<file path="config.mk">
export PLATFORM = sky130hd
export DESIGN_NAME = tbot_back
export DESIGN_NICKNAME = d
export VERILOG_FILES = /design/src/hw/rtl/tbot_pkg.sv /design/src/hw/rtl/tbot_back.sv
export SDC_FILE = /design/constraint.sdc
export NUM_CORES = 1
export LEC_CHECK = 0
export ABC_AREA = 1
export BUFFER_PORTS_ARGS = -buffer_cell sky130_fd_sc_hd__buf_2
export CAP_MARGIN = 20
export CORE_MARGIN = 2
export CORE_UTILIZATION = 60
export DETAILED_ROUTE_END_ITERATION = 8
export HOLD_SLACK_MARGIN = 0.02
export PLACE_DENSITY = 0.86
export SYNTH_ARGS = -nofsm -noshare
export SYNTH_HDL_FRONTEND = slang
export SYNTH_SLANG_ARGS = --single-unit
</file>
<file path="constraint.sdc">
create_clock -name clk -period 32.1 [get_ports clk]
set_clock_uncertainty 0.05 [all_clocks]
set_input_delay 3.21 -clock clk [delete_from_list [all_inputs] [get_ports clk]]
set_output_delay 3.21 -clock clk [all_outputs]
set_load 0.05 [all_outputs]
</file>
<file path="src/hw/rtl/tbot_pkg.sv">
// ============================================================================
// tbot_pkg
// Shared types and constants for the transformed box overlap test.
// ============================================================================
package tbot_pkg;

    // Commands and world axes
    localparam logic       CMD_REF    = 1'b0;
    localparam logic       CMD_CAND   = 1'b1;
    localparam logic [1:0] AXIS_X     = 2'd0;
    localparam logic [1:0] AXIS_Y     = 2'd1;
    localparam logic [1:0] AXIS_Z     = 2'd2;
    localparam logic [1:0] AXIS_NONE  = 2'd3;

    // Datapath widths: |coef| is 16 bits, size 24 bits, product Q28.12
    localparam int MAG_W      = 16;
    localparam int SIZE_W     = 24;
    localparam int PROD_W     = MAG_W + SIZE_W;
    localparam int SUM_W      = PROD_W + 2;
    localparam int EXT_SHIFT  = 13;
    localparam int EXT_W      = SUM_W - EXT_SHIFT;
    // Wide enough for min/max before saturation at the largest coordinate width
    localparam int CALC_W     = 50;

    // Defaults handed down from the top level
    localparam int COORD_WIDTH_DEF = 32;
    localparam int FIFO_DEPTH_DEF  = 4;

    // Input word
    typedef struct packed {
        logic                command;
        logic [1:0]          axis;
        logic signed [15:0]  coef_a;
        logic signed [15:0]  coef_b;
        logic signed [15:0]  coef_c;
        logic signed [31:0]  offset;
        logic [SIZE_W-1:0]   size_x;
        logic [SIZE_W-1:0]   size_y;
        logic [SIZE_W-1:0]   size_z;
    } tbot_in_t;

    // Result word
    typedef struct packed {
        logic                overlap;
        logic signed [31:0]  cand_min_x;
        logic signed [31:0]  cand_max_x;
        logic signed [31:0]  cand_min_y;
        logic signed [31:0]  cand_max_y;
        logic signed [31:0]  cand_min_z;
        logic signed [31:0]  cand_max_z;
    } tbot_out_t;

    // Classified row passed from front to back
    typedef struct packed {
        logic                command;
        logic [1:0]          axis;
        logic signed [31:0]  offset;
        logic [EXT_W-1:0]    ext;
    } tbot_row_t;

endpackage

</file>
<file path="src/hw/rtl/tbot_back.sv">
// ============================================================================
// tbot_back
// Forms saturated bounds, keeps reference and candidate state, runs the test.
// ============================================================================
module tbot_back
    import tbot_pkg::*;
#(
    parameter int COORD_WIDTH = COORD_WIDTH_DEF
)(
    input  logic        clk,
    input  logic        rst_n,
    input  logic        head_valid,
    input  tbot_row_t   head_row,
    output logic        pop,
    output logic        result_valid,
    input  logic        result_ready,
    output tbot_out_t   result
);

    typedef logic signed [COORD_WIDTH-1:0] coord_t;

    localparam logic signed [CALC_W-1:0] SAT_HI =
        (CALC_W'(1) <<< (COORD_WIDTH-1)) - CALC_W'(1);
    localparam logic signed [CALC_W-1:0] SAT_LO = -SAT_HI - CALC_W'(1);

    coord_t                 ref_min_reg [3];
    coord_t                 ref_max_reg [3];
    coord_t                 cand_min_reg [2];
    coord_t                 cand_max_reg [2];
    logic                   result_valid_reg, result_valid_next;
    tbot_out_t              result_reg;

    logic signed [CALC_W-1:0] off_w, ext_w, lo_w, hi_w;
    coord_t                 lo, hi;
    logic                   is_result, out_free, overlap;

    function automatic logic [31:0] to_out(input coord_t v);
        logic signed [CALC_W-1:0] w;
        w = CALC_W'(v);
        return w[31:0];
    endfunction

    // Bounds with saturation to the coordinate range
    assign off_w = CALC_W'(head_row.offset);
    assign ext_w = CALC_W'(head_row.ext);
    assign lo_w  = off_w - ext_w;
    assign hi_w  = off_w + ext_w;

    always_comb
    begin
        priority if (lo_w > SAT_HI) lo = COORD_WIDTH'(SAT_HI);
        else if (lo_w < SAT_LO)     lo = COORD_WIDTH'(SAT_LO);
        else                        lo = COORD_WIDTH'(lo_w);
        priority if (hi_w > SAT_HI) hi = COORD_WIDTH'(SAT_HI);
        else if (hi_w < SAT_LO)     hi = COORD_WIDTH'(SAT_LO);
        else                        hi = COORD_WIDTH'(hi_w);
    end

    // A candidate z row completes a box and needs the output register
    assign is_result = (head_row.command == CMD_CAND) && (head_row.axis == AXIS_Z);
    assign out_free  = !result_valid_reg || result_ready;
    assign pop       = head_valid && (!is_result || out_free);

    // Interval test on all three axes, touching counts
    assign overlap = (cand_min_reg[0] <= ref_max_reg[0]) && (cand_max_reg[0] >= ref_min_reg[0])
                  && (cand_min_reg[1] <= ref_max_reg[1]) && (cand_max_reg[1] >= ref_min_reg[1])
                  && (lo <= ref_max_reg[2]) && (hi >= ref_min_reg[2]);

    always_comb
    begin
        result_valid_next = result_valid_reg;
        if (pop && is_result)
        begin
            result_valid_next = 1'b1;
        end
        else if (result_ready)
        begin
            result_valid_next = 1'b0;
        end
    end

    // Box state, cleared at reset
    always_ff @(posedge clk or negedge rst_n)
    begin
        if (!rst_n)
        begin
            result_valid_reg <= 1'b0;
            for (int i = 0; i < 3; i++)
            begin
                ref_min_reg[i] <= '0;
                ref_max_reg[i] <= '0;
            end
            for (int i = 0; i < 2; i++)
            begin
                cand_min_reg[i] <= '0;
                cand_max_reg[i] <= '0;
            end
        end
        else
        begin
            result_valid_reg <= result_valid_next;
            if (pop)
            begin
                unique case (head_row.command)
                    CMD_REF:
                    begin
                        ref_min_reg[head_row.axis] <= lo;
                        ref_max_reg[head_row.axis] <= hi;
                    end
                    CMD_CAND:
                    begin
                        if (!is_result)
                        begin
                            cand_min_reg[head_row.axis[0]] <= lo;
                            cand_max_reg[head_row.axis[0]] <= hi;
                        end
                    end
                    default:
                    begin
                    end
                endcase
            end
        end
    end

    // Output register
    always_ff @(posedge clk)
    begin
        if (pop && is_result)
        begin
            result_reg.overlap    <= overlap;
            result_reg.cand_min_x <= to_out(cand_min_reg[0]);
            result_reg.cand_max_x <= to_out(cand_max_reg[0]);
            result_reg.cand_min_y <= to_out(cand_min_reg[1]);
            result_reg.cand_max_y <= to_out(cand_max_reg[1]);
            result_reg.cand_min_z <= to_out(lo);
            result_reg.cand_max_z <= to_out(hi);
        end
    end

    assign result_valid = result_valid_reg;
    assign result       = result_reg;

endmodule

</file>
Yosys cells after proc, flatten, opt, wreduce, memory -nomap -nowiden

Index checks and enable logic that the tools add are counted.

Bits in registers: 514
Word-level logic and storage cells: 70
Input port bits: 68
Output and inout bits: 195

Add/sub/neg operators: 2
Multiplexer cells: 14
Reductions and logical operators: 17
Equality and inequality tests: 1
Magnitude comparators: 14
Bitwise logic cells: 4

Operators by type and width:

| kind                                                            | number |
|---|---|
| bitwise mux 96 bit                                              | 2 |
| two-way mux 32 bit                                              | 6 |
| bitwise mux 64 bit                                              | 2 |
| greater-or-equal comparator 32 bit                              | 3 |
| <= comparator 32 bit                                            | 3 |
| greater-than comparator 33 x 32 -> 1 bit, second input constant | 2 |
| < comparator 33 x 32 -> 1 bit, second input constant            | 2 |
| demux 32 bit (select 2 bit)                                     | 1 |
| adder 32 x 30 -> 33 bit                                         | 1 |
| subtractor 32 x 30 -> 33 bit                                    | 1 |
| demux 32 bit (select 1 bit)                                     | 1 |
| logical AND 1 bit                                               | 10 |
| greater-or-equal comparator 3 bit, second input constant        | 1 |
| < comparator 3 x 1 -> 1 bit, second input constant              | 1 |
| NOT 2 -> 3 bit                                                  | 1 |
| AND reduction 3 bit                                             | 1 |
| equality test 2 bit, second input constant                      | 1 |
| greater-or-equal comparator 2 bit, second input constant        | 1 |
| logical NOT 1 bit                                               | 2 |
| logical OR 1 bit                                                | 2 |
| < comparator 2 x 1 -> 1 bit, second input constant              | 1 |
| two-way mux 1 bit                                               | 2 |
| NOT 1 bit                                                       | 2 |
| NOT 1 -> 2 bit                                                  | 1 |
| 2 further kinds                                                 | 2 |

Depth between registers and ports, before layout

Gate-level depths: netlist of run 1.

Depth after elaboration: 7
Gate-level depth with buffers: 33
Gate-level depth less buffers: 32

Worst setup path before layout of run 1

Ideal clock, no wire load.

Path type: input port to flip-flop
Start point: in head_row[62] (netlist bit)
End point: reg result_reg (netlist bit result[0]) (enable)
Slack: 14.624 ns
Arrival: 16.443 ns
Stages: 4
Data required time: 31.068 ns
Path through: inv_1 > nor2_1 > nand2_1 > nor3_1

Longest elaborated chain between the ends: 6

RTL lines:

| item                  | line             | source |
|---|---|---|
| start, declared       | tbot_back.sv:13  | `input tbot_row_t head_row,` |
| equality test 2 bit * | tbot_back.sv:60  | `assign is_result = (head_row.command == CMD_CAND) && (head_row.axis == AXIS_Z);` |
| logical AND 1 bit *   | tbot_back.sv:60  |  |
| logical NOT 1 bit     | n/a              |  |
| logical OR 1 bit      | tbot_back.sv:62  | `assign pop = head_valid && (!is_result \|\| out_free);` |
| logical AND 1 bit     | tbot_back.sv:62  |  |
| logical AND 1 bit *   | tbot_back.sv:129 | `if (pop && is_result)` |
| end, declared         | tbot_back.sv:31  | `tbot_out_t result_reg;` |

Mark *: on every way between the ends. The rest lies on a longest branch, timed or not.
A chain may end at the register's enable or synchronous reset.

Worst setup path in the final report of run 1

Start point: in head_row[62] (netlist bit)
End point: out pop

Longest elaborated chain between the ends: 5

RTL lines:

| item                | line            | source |
|---|---|---|
| equality test 2 bit | tbot_back.sv:60 |  |
| logical AND 1 bit   | tbot_back.sv:60 |  |
| logical NOT 1 bit   | n/a             |  |
| logical OR 1 bit    | tbot_back.sv:62 |  |
| logical AND 1 bit   | tbot_back.sv:62 |  |
| end, declared       | tbot_back.sv:14 | `output logic pop,` |

No other way between the ends.

==> results.txt, run 1 <==
----------------------------------------------------
[Critical path]
  CP Data Required Time ... between 20 and 30 ns
  FF-to-FF Start ... ref_max_reg[63]
  Largest fanout of any net on the critical path ... 4
  Category of the worst setup path launch point ... input pin
  Worst-case register-to-register setup slack ... between 20 and 30 ns
  R2R depth ... 13
  Endpoint kind of the worst setup timing path ... primary output
  Reg-to-Reg End ... result[192]
  Arrival @ worst endpoint ... approximately 4.0 ns
  Critical Setup Path Class ... input pin to primary output
  Start point of the critical path ... head_row[62]

[Drt]
  Remaining design rule violation count ... 0
  Antenna viol nets, final ... 0
  Violation count after the first detailed-route iteration ... ~2,700
  Total Wirelength ... 79,200 um
  Average vias per placed instance ... ~5.6
  Pre-Repair DR Iteration Count ... 6
  Number of vias after detailed routing ... around 24,000
  Wirelength per Cell ... between 15 and 20 um

[Synth]
  Flip-flop and latch count after synthesis ... 514
  Syn. warnings ... 0
  Cell types with the largest area share after synthesis ... sky130_fd_sc_hd__dfrtp_1, sky130_fd_sc_hd__edfxtp_1, sky130_fd_sc_hd__nand2_1
  Number of synthesized flops with an enable pin ... ~190
  Synthesized netlist cell count ... 3,378
  Synthesized netlist net count ... approximately 3,700
  Mean post-synth cell area ... 8.29 um2
  Leading cell type by number of instances after synthesis ... sky130_fd_sc_hd__nand2_1
  Portion of synthesized cell area occupied by the leading cell type ... 28.7%
  Synth async-reset ratio ... between 60% and 70%
  Ranking of synthesized cells by instance count ... sky130_fd_sc_hd__nand2_1, sky130_fd_sc_hd__inv_1, sky130_fd_sc_hd__dfrtp_1, sky130_fd_sc_hd__ha_1, sky130_fd_sc_hd__edfxtp_1
  Sequential element share of the synthesized area ... between 40% and 50%
  Top FF cell, synth ... sky130_fd_sc_hd__dfrtp_1
  Post-synthesis cell type with the largest combined area ... sky130_fd_sc_hd__dfrtp_1
  Cell Area, Synth ... between 20,000 and 30,000 um2
  Number of distinct library cell variants in the gate-level netlist after synthesis ... between 40 and 50

[Clock tree]
  Post-CTS Setup Repair Bufs ... 0
  CTS Root Cell ... sky130_fd_sc_hd__clkbuf_16
  CTS H-tree depth ... 2
  Longest Clk Path Bufs ... 3
  Hold-fix buffers at CTS ... 0
  Skew-Pair Late Insertion Delay ... around 0.57 ns
  Clock-pin transition on the worst setup and hold timing paths ... roughly 0.070 ns
  Count of clock tree sinks ... 514
  Number of CTS-inserted buffers ... 46
  TritonCTS clock tree ... done
  Resized cells post-CTS ... 0

[Hold path]
  Startpoint of the most critical hold path ... ref_max_reg[47]
  Worst hold path cell count ... 2
  Hold WC Path Type ... flip-flop to flip-flop
  Hold worst-path end ... ref_max_reg[47]

[Global route]
  Antenna violations before repair ... 1
  Wire length of the first global-routing pass ... between 100,000 and 150,000 um
  Pin count of the biggest net entering global routing ... between 150 and 200
  Vias in the first global route ... roughly 23,000
  Remaining global-route overflow ... 0
  Overall track demand over capacity in global routing ... between 30 and 40%

[Die]
  Core region area ... ~46,000 um2
  Number of standard-cell rows in the floorplan ... ~80
  Top-level port count ... between 200 and 300
  Chip height ... between 200 and 250 um
  Horizontal extent of the die ... roughly 220 um
  Floorplan die area ... just under 50,000 um2
  Starting density of the core ... about three fifths

[Finish]
  Layout Area Growth over Synthesis ... 11.9%
  Nets@finish ... between 3,000 and 4,000
  Fraction of layout cells with a size suffix above 1 ... 12.4%
  Number of filler instances in the final layout ... ~3,600
  Flip-flop count of the largest register, all copies and words added ... ~190

[Timing]
  Final worst setup slack ... about 25 ns
  Actual slew at the worst max-slew pin ... between 1 and 1.5 ns
  Crit path time final ... around 7.3 ns
  Hold Fails Final Rpt ... 0
  Relative slew slack ... 28.6%
  Number of endpoints failing setup at the final stage ... 0
  Final clock period utilization by the worst path ... 22.6%
  RSZ-0062 raised after global routing ... false
  Max-slew violation count ... 0
  Maximum clock frequency ... 138 MHz
  Worst Hold Margin ... ~0.43 ns
  Fin Setup TNS ... 0 ns

[Power]
  Worst VDD drop ... between 0.04 and 0.05 mV
  Leak ... about 17 nW
  P per Cell Area ... about 66 nW/um2

[Flow run]
  Total of max-cap violations ... 0

[Placement]
  Final RePlAce weighted congestion ... around 0.97
  Quantity of I/O buffers inserted on ports ... 262
  Worst setup slack after placement ... ~24 ns
  Final HPWL DP ... ~57,000 um

[Outcome]
  Status ... finished, final reports clean

----------------------------------------------------
-- per-stage QoR --
stage,instances,utilization [%],total power [W],instance area [um2]
3_5_place_dp,4161,64.2,0.00147,29800
3_3_place_gp,4161,64.2,0.00144,29800
5_1_grt,4248,67.6,0.00217,31300
6_report,4249,67.6,0.00205,31300
4_1_cts,4247,67.5,0.00204,31300
2_1_floorplan,3378,-,0.00128,28000
-- power breakdown --
group          internal, W  leakage [nW]  switching [W]
combinational     0.000204          10.0       0.000400
clock             0.000317         0.739       0.000248
sequential        0.000800          5.81      0.0000842
total              0.00132          16.5       0.000732
-- critical path, cell delays in order --
cell                      delay (ns)
sky130_fd_sc_hd__buf_2          0.15
sky130_fd_sc_hd__inv_1          0.06
sky130_fd_sc_hd__nor2_1         0.19
sky130_fd_sc_hd__a31oi_1        0.15
sky130_fd_sc_hd__buf_2          0.24
-- cell type report --
class                           count  area (um2)  area share [%]
Sequential cell                   514       13800            44.1
Multi-Input combinational cell   2316       12000            38.4
Inverter                          447        1680            5.36
Timing Repair Buffer              278        1470            4.68
Clock buffer                       60        1280            4.08
Tap cell                          607         759            2.42
Clock inverter                     26         274           0.875
Antenna cell                        1        2.50         0.00799
-- layout by cell type, fill, tap and decap left out, types with 49 or more instances in the layout --
| cell | instances |
|---|---|
| sky130_fd_sc_hd__nor2_1 | 138 |
| sky130_fd_sc_hd__buf_2 | 261 |
| sky130_fd_sc_hd__clkbuf_16 | 49 |
| sky130_fd_sc_hd__ha_1 | 250 |
| sky130_fd_sc_hd__a21oi_1 | 149 |
| sky130_fd_sc_hd__nand2_2 | 59 |
| sky130_fd_sc_hd__nand2_1 | 1391 |
| sky130_fd_sc_hd__nand3_1 | 89 |
| sky130_fd_sc_hd__inv_1 | 421 |
| sky130_fd_sc_hd__dfrtp_1 | 321 |
| sky130_fd_sc_hd__edfxtp_1 | 193 |
| sky130_fd_sc_hd__o21ai_0 | 72 |
-- logic make-up after synthesis --
kind of cell | synth area share [%]
AO/OA/AOI/OAI | 5.38
XOR/XNOR | 1.16
adder cells (fa/ha/maj) | 11.3
buffers and inverters | 7.74
flip-flops | 49.4
AND/OR/NAND/NOR | 25.0
-- routing by layer --
layer	track usage [%]	up-vias	routed length [um]
met1	45.2	11082	31400
li1	-	11039	-
met5	0	-	13
met2	53.4	1322	36600
met3	6.05	211	8110
met4	12.6	2	3040
-- how the worst max path moves through the flow --
| stage | endpoint | slack (ns) | cells after the start |
|---|---|---|---|
| 2_1_floorplan | result[0] | 14.62 | 4 |
| 3_3_place_gp | result[192] | 24.36 | 26 |
| 3_5_place_dp | result[192] | 24.30 | 26 |
| 4_1_cts | pop | 24.82 | 5 |
| 5_1_grt | result[192] | 24.52 | 28 |
| 6_report | pop | 24.84 | 5 |
Note: power is estimated with default switching activity, not from simulation.
==> inputs of run 2 (changes only) <==
--- a/config.mk
+++ b/config.mk
@@ -9,10 +9,10 @@
 export BUFFER_PORTS_ARGS = -buffer_cell sky130_fd_sc_hd__buf_2
 export CAP_MARGIN = 20
 export CORE_MARGIN = 2
-export CORE_UTILIZATION = 60
+export CORE_UTILIZATION = 54
 export DETAILED_ROUTE_END_ITERATION = 8
 export HOLD_SLACK_MARGIN = 0.02
-export PLACE_DENSITY = 0.86
+export PLACE_DENSITY = 0.82
 export SYNTH_ARGS = -nofsm -noshare
 export SYNTH_HDL_FRONTEND = slang
 export SYNTH_SLANG_ARGS = --single-unit
==> constraint.sdc (replaced) <==
create_clock -name clk -period 6.2 [get_ports clk]
set_clock_uncertainty 0.05 [all_clocks]
set_input_delay 0.62 -clock clk [delete_from_list [all_inputs] [get_ports clk]]
set_output_delay 0.62 -clock clk [all_outputs]
set_load 0.05 [all_outputs]
==> results.txt, run 2 (same netlist as run 1, synthesis figures left out) <==
----------------------------------------------------
[Outcome]
  Status ... finished, final reports clean

[Critical path]
  Worst-path cell chain ... buf_2 -> inv_1 -> ha_1 -> nand2_1 -> nand2_1 -> a21oi_1 -> nand2_1 -> a21oi_1 -> nand2_2 -> nand2_2 -> nand3_2 -> buf_12 -> nand2_1 -> nand2_2 -> ha_1 -> nand2_1 -> nor2_1 -> nor3b_1 -> and3_1 -> nand2_1 -> nand3_1 -> nand3_1 -> nand3_1 -> nor2_1
  Worst path bufs/invs ... 3
  Dominant cell type by count on the critical path ... sky130_fd_sc_hd__nand2_1
  Largest fanout of any net on the critical path ... 40
  Critical Setup Path Class ... input pin to flip-flop
  Endpoint kind of the worst setup timing path ... flip-flop
  Highest-delay cell along the critical path ... sky130_fd_sc_hd__ha_1
  Worst path max stage delay ... 0.43 ns
  Family with the most delay on the worst path ... simple AND/OR/NAND/NOR gates
  CP Data Required Time ... about 6.5 ns
  Worst-case register-to-register setup slack ... between 3 and 4 ns
  Arrival @ worst endpoint ... ~4.9 ns
  Category of the worst setup path launch point ... input pin

[Finish]
  Most common cell after layout, fill and taps aside ... sky130_fd_sc_hd__nand2_1
  Nets@finish ... roughly 4,000
  Fraction of layout cells with a size suffix above 1 ... between 10% and 20%
  Flip-flop count of the largest register, all copies and words added ... 193
  Number of diodes added for antenna fixing ... 0
  Layout Area Growth over Synthesis ... 12.9%
  Final standard cell area without fillers ... roughly 32,000 um2
  Commonest non-fill, non-tap cells in the layout ... sky130_fd_sc_hd__nand2_1, sky130_fd_sc_hd__inv_1, sky130_fd_sc_hd__dfrtp_1, sky130_fd_sc_hd__buf_2, sky130_fd_sc_hd__ha_1

[Timing]
  RSZ-0062 raised after global routing ... false
  Max-slew violation count ... 0
  Maximum clock frequency ... around 220 MHz
  Hold Fails Final Rpt ... 0
  Relative slew slack ... between 20% and 30%
  Fin Setup TNS ... 0 ns
  Final clock period utilization by the worst path ... 73.9%
  Crit path time final ... 4.58 ns
  Actual slew at the worst max-slew pin ... 1.06 ns
  Number of endpoints failing setup at the final stage ... 0

[Global route]
  Pin count of the biggest net entering global routing ... 186
  Vias in the first global route ... 22,665
  Remaining global-route overflow ... 0
  Wire length of the first global-routing pass ... approximately 120,000 um
  Antenna violations before repair ... 1
  Overall track demand over capacity in global routing ... between 20% and 30%

[Clock tree]
  CTS Root Cell ... sky130_fd_sc_hd__clkbuf_16
  Skew-Pair Late Insertion Delay ... about 0.57 ns
  TritonCTS clock tree ... done
  Longest Clk Path Bufs ... 3
  Clock-pin transition on the worst setup and hold timing paths ... about 0.070 ns
  Resized cells post-CTS ... 0
  Count of clock tree sinks ... approximately 500
  Number of CTS-inserted buffers ... 47
  Post-CTS Setup Repair Bufs ... 0
  Hold-fix buffers at CTS ... 1
  CTS H-tree depth ... 2

[Placement]
  Final RePlAce weighted congestion ... 0.974
  Quantity of I/O buffers inserted on ports ... 262
  Final HPWL DP ... slightly below 60,000 um
  Area after detailed placement ... ~30,000 um2

[Drt]
  Average vias per placed instance ... between 5 and 6
  Pre-Repair DR Iteration Count ... 5
  Wirelength per Cell ... around 19 um
  Remaining design rule violation count ... 0
  Antenna viol nets, final ... 0
  Violation count after the first detailed-route iteration ... 2,764
  Total Wirelength ... 80,500 um
  Number of vias after detailed routing ... 23,479

[Power]
  P per Cell Area ... 342 nW/um2
  Leak ... between 15 and 20 nW
  Worst VDD drop ... around 0.23 mV

[Hold path]
  Hold WC Path Type ... input pin to flip-flop

[Flow run]
  Total of max-cap violations ... 0

[Die]
  Core region area ... between 50,000 and 60,000 um2
  Horizontal extent of the die ... about 230 um
  Number of standard-cell rows in the floorplan ... between 80 and 90
  Floorplan die area ... 53,700 um2
  Chip height ... roughly 230 um
  Starting density of the core ... between 50% and 60%
  Top-level port count ... about 260

----------------------------------------------------
-- run 2: power by group --
| part | internal [W] | leakage (nW) | total, W | switching [W] |
|---|---|---|---|---|
| clock | 0.00188 | 0.838 | 0.00315 | 0.00128 |
| sequential | 0.00414 | 5.81 | 0.00457 | 0.000427 |
| combinational | 0.00105 | 10.0 | 0.00310 | 0.00205 |
-- run 2: path summary, 6_finish.rpt --
kind | from | end | depth (start not counted)
min in group asynchronous | rst_n | cand_max_reg[36] | 2
min reg2reg | ref_min_reg[72] | ref_min_reg[72] | 2
max in group asynchronous | rst_n | ref_min_reg[85] | 3
min | result_ready | result_valid | 2
max reg2reg | result_valid | result[24] | 5
max | head_row[21] | result[192] | 24
-- run 2: metrics by stage --
stage          utilization [%]  cells  hold slack (ns)  worst slack (ns)  total power, W
2_1_floorplan                -   3378            0.274             0.242         0.00662
3_3_place_gp              58.3   4238            0.412              1.24         0.00747
3_5_place_dp              58.3   4239            0.415              1.13         0.00761
4_1_cts                   61.6   4327            0.205              1.71          0.0108
5_1_grt                   61.6   4327            0.218              1.20          0.0114
6_report                  61.6   4327            0.217              1.62          0.0108
-- run 2: cell type report --
class	count	area, um2
multi-input cells	2316	12000
well taps	680	851
inverters	447	1680
clock buffers	63	1390
fillers	4277	19700
repair buffers	283	1520
clock inverters	24	302
flip-flops and latches	514	13800
-- run 2: per-layer routing --
| metal | wire [um] | global-route usage, % | vias to the layer above |
|---|---|---|---|
| li1 | - | - | 11056 |
| met1 | 33000 | 41.9 | 10998 |
| met2 | 36800 | 47.4 | 1219 |
| met3 | 7430 | 3.94 | 204 |
| met4 | 3280 | 12.0 | 2 |
| met5 | 9 | 0 | - |
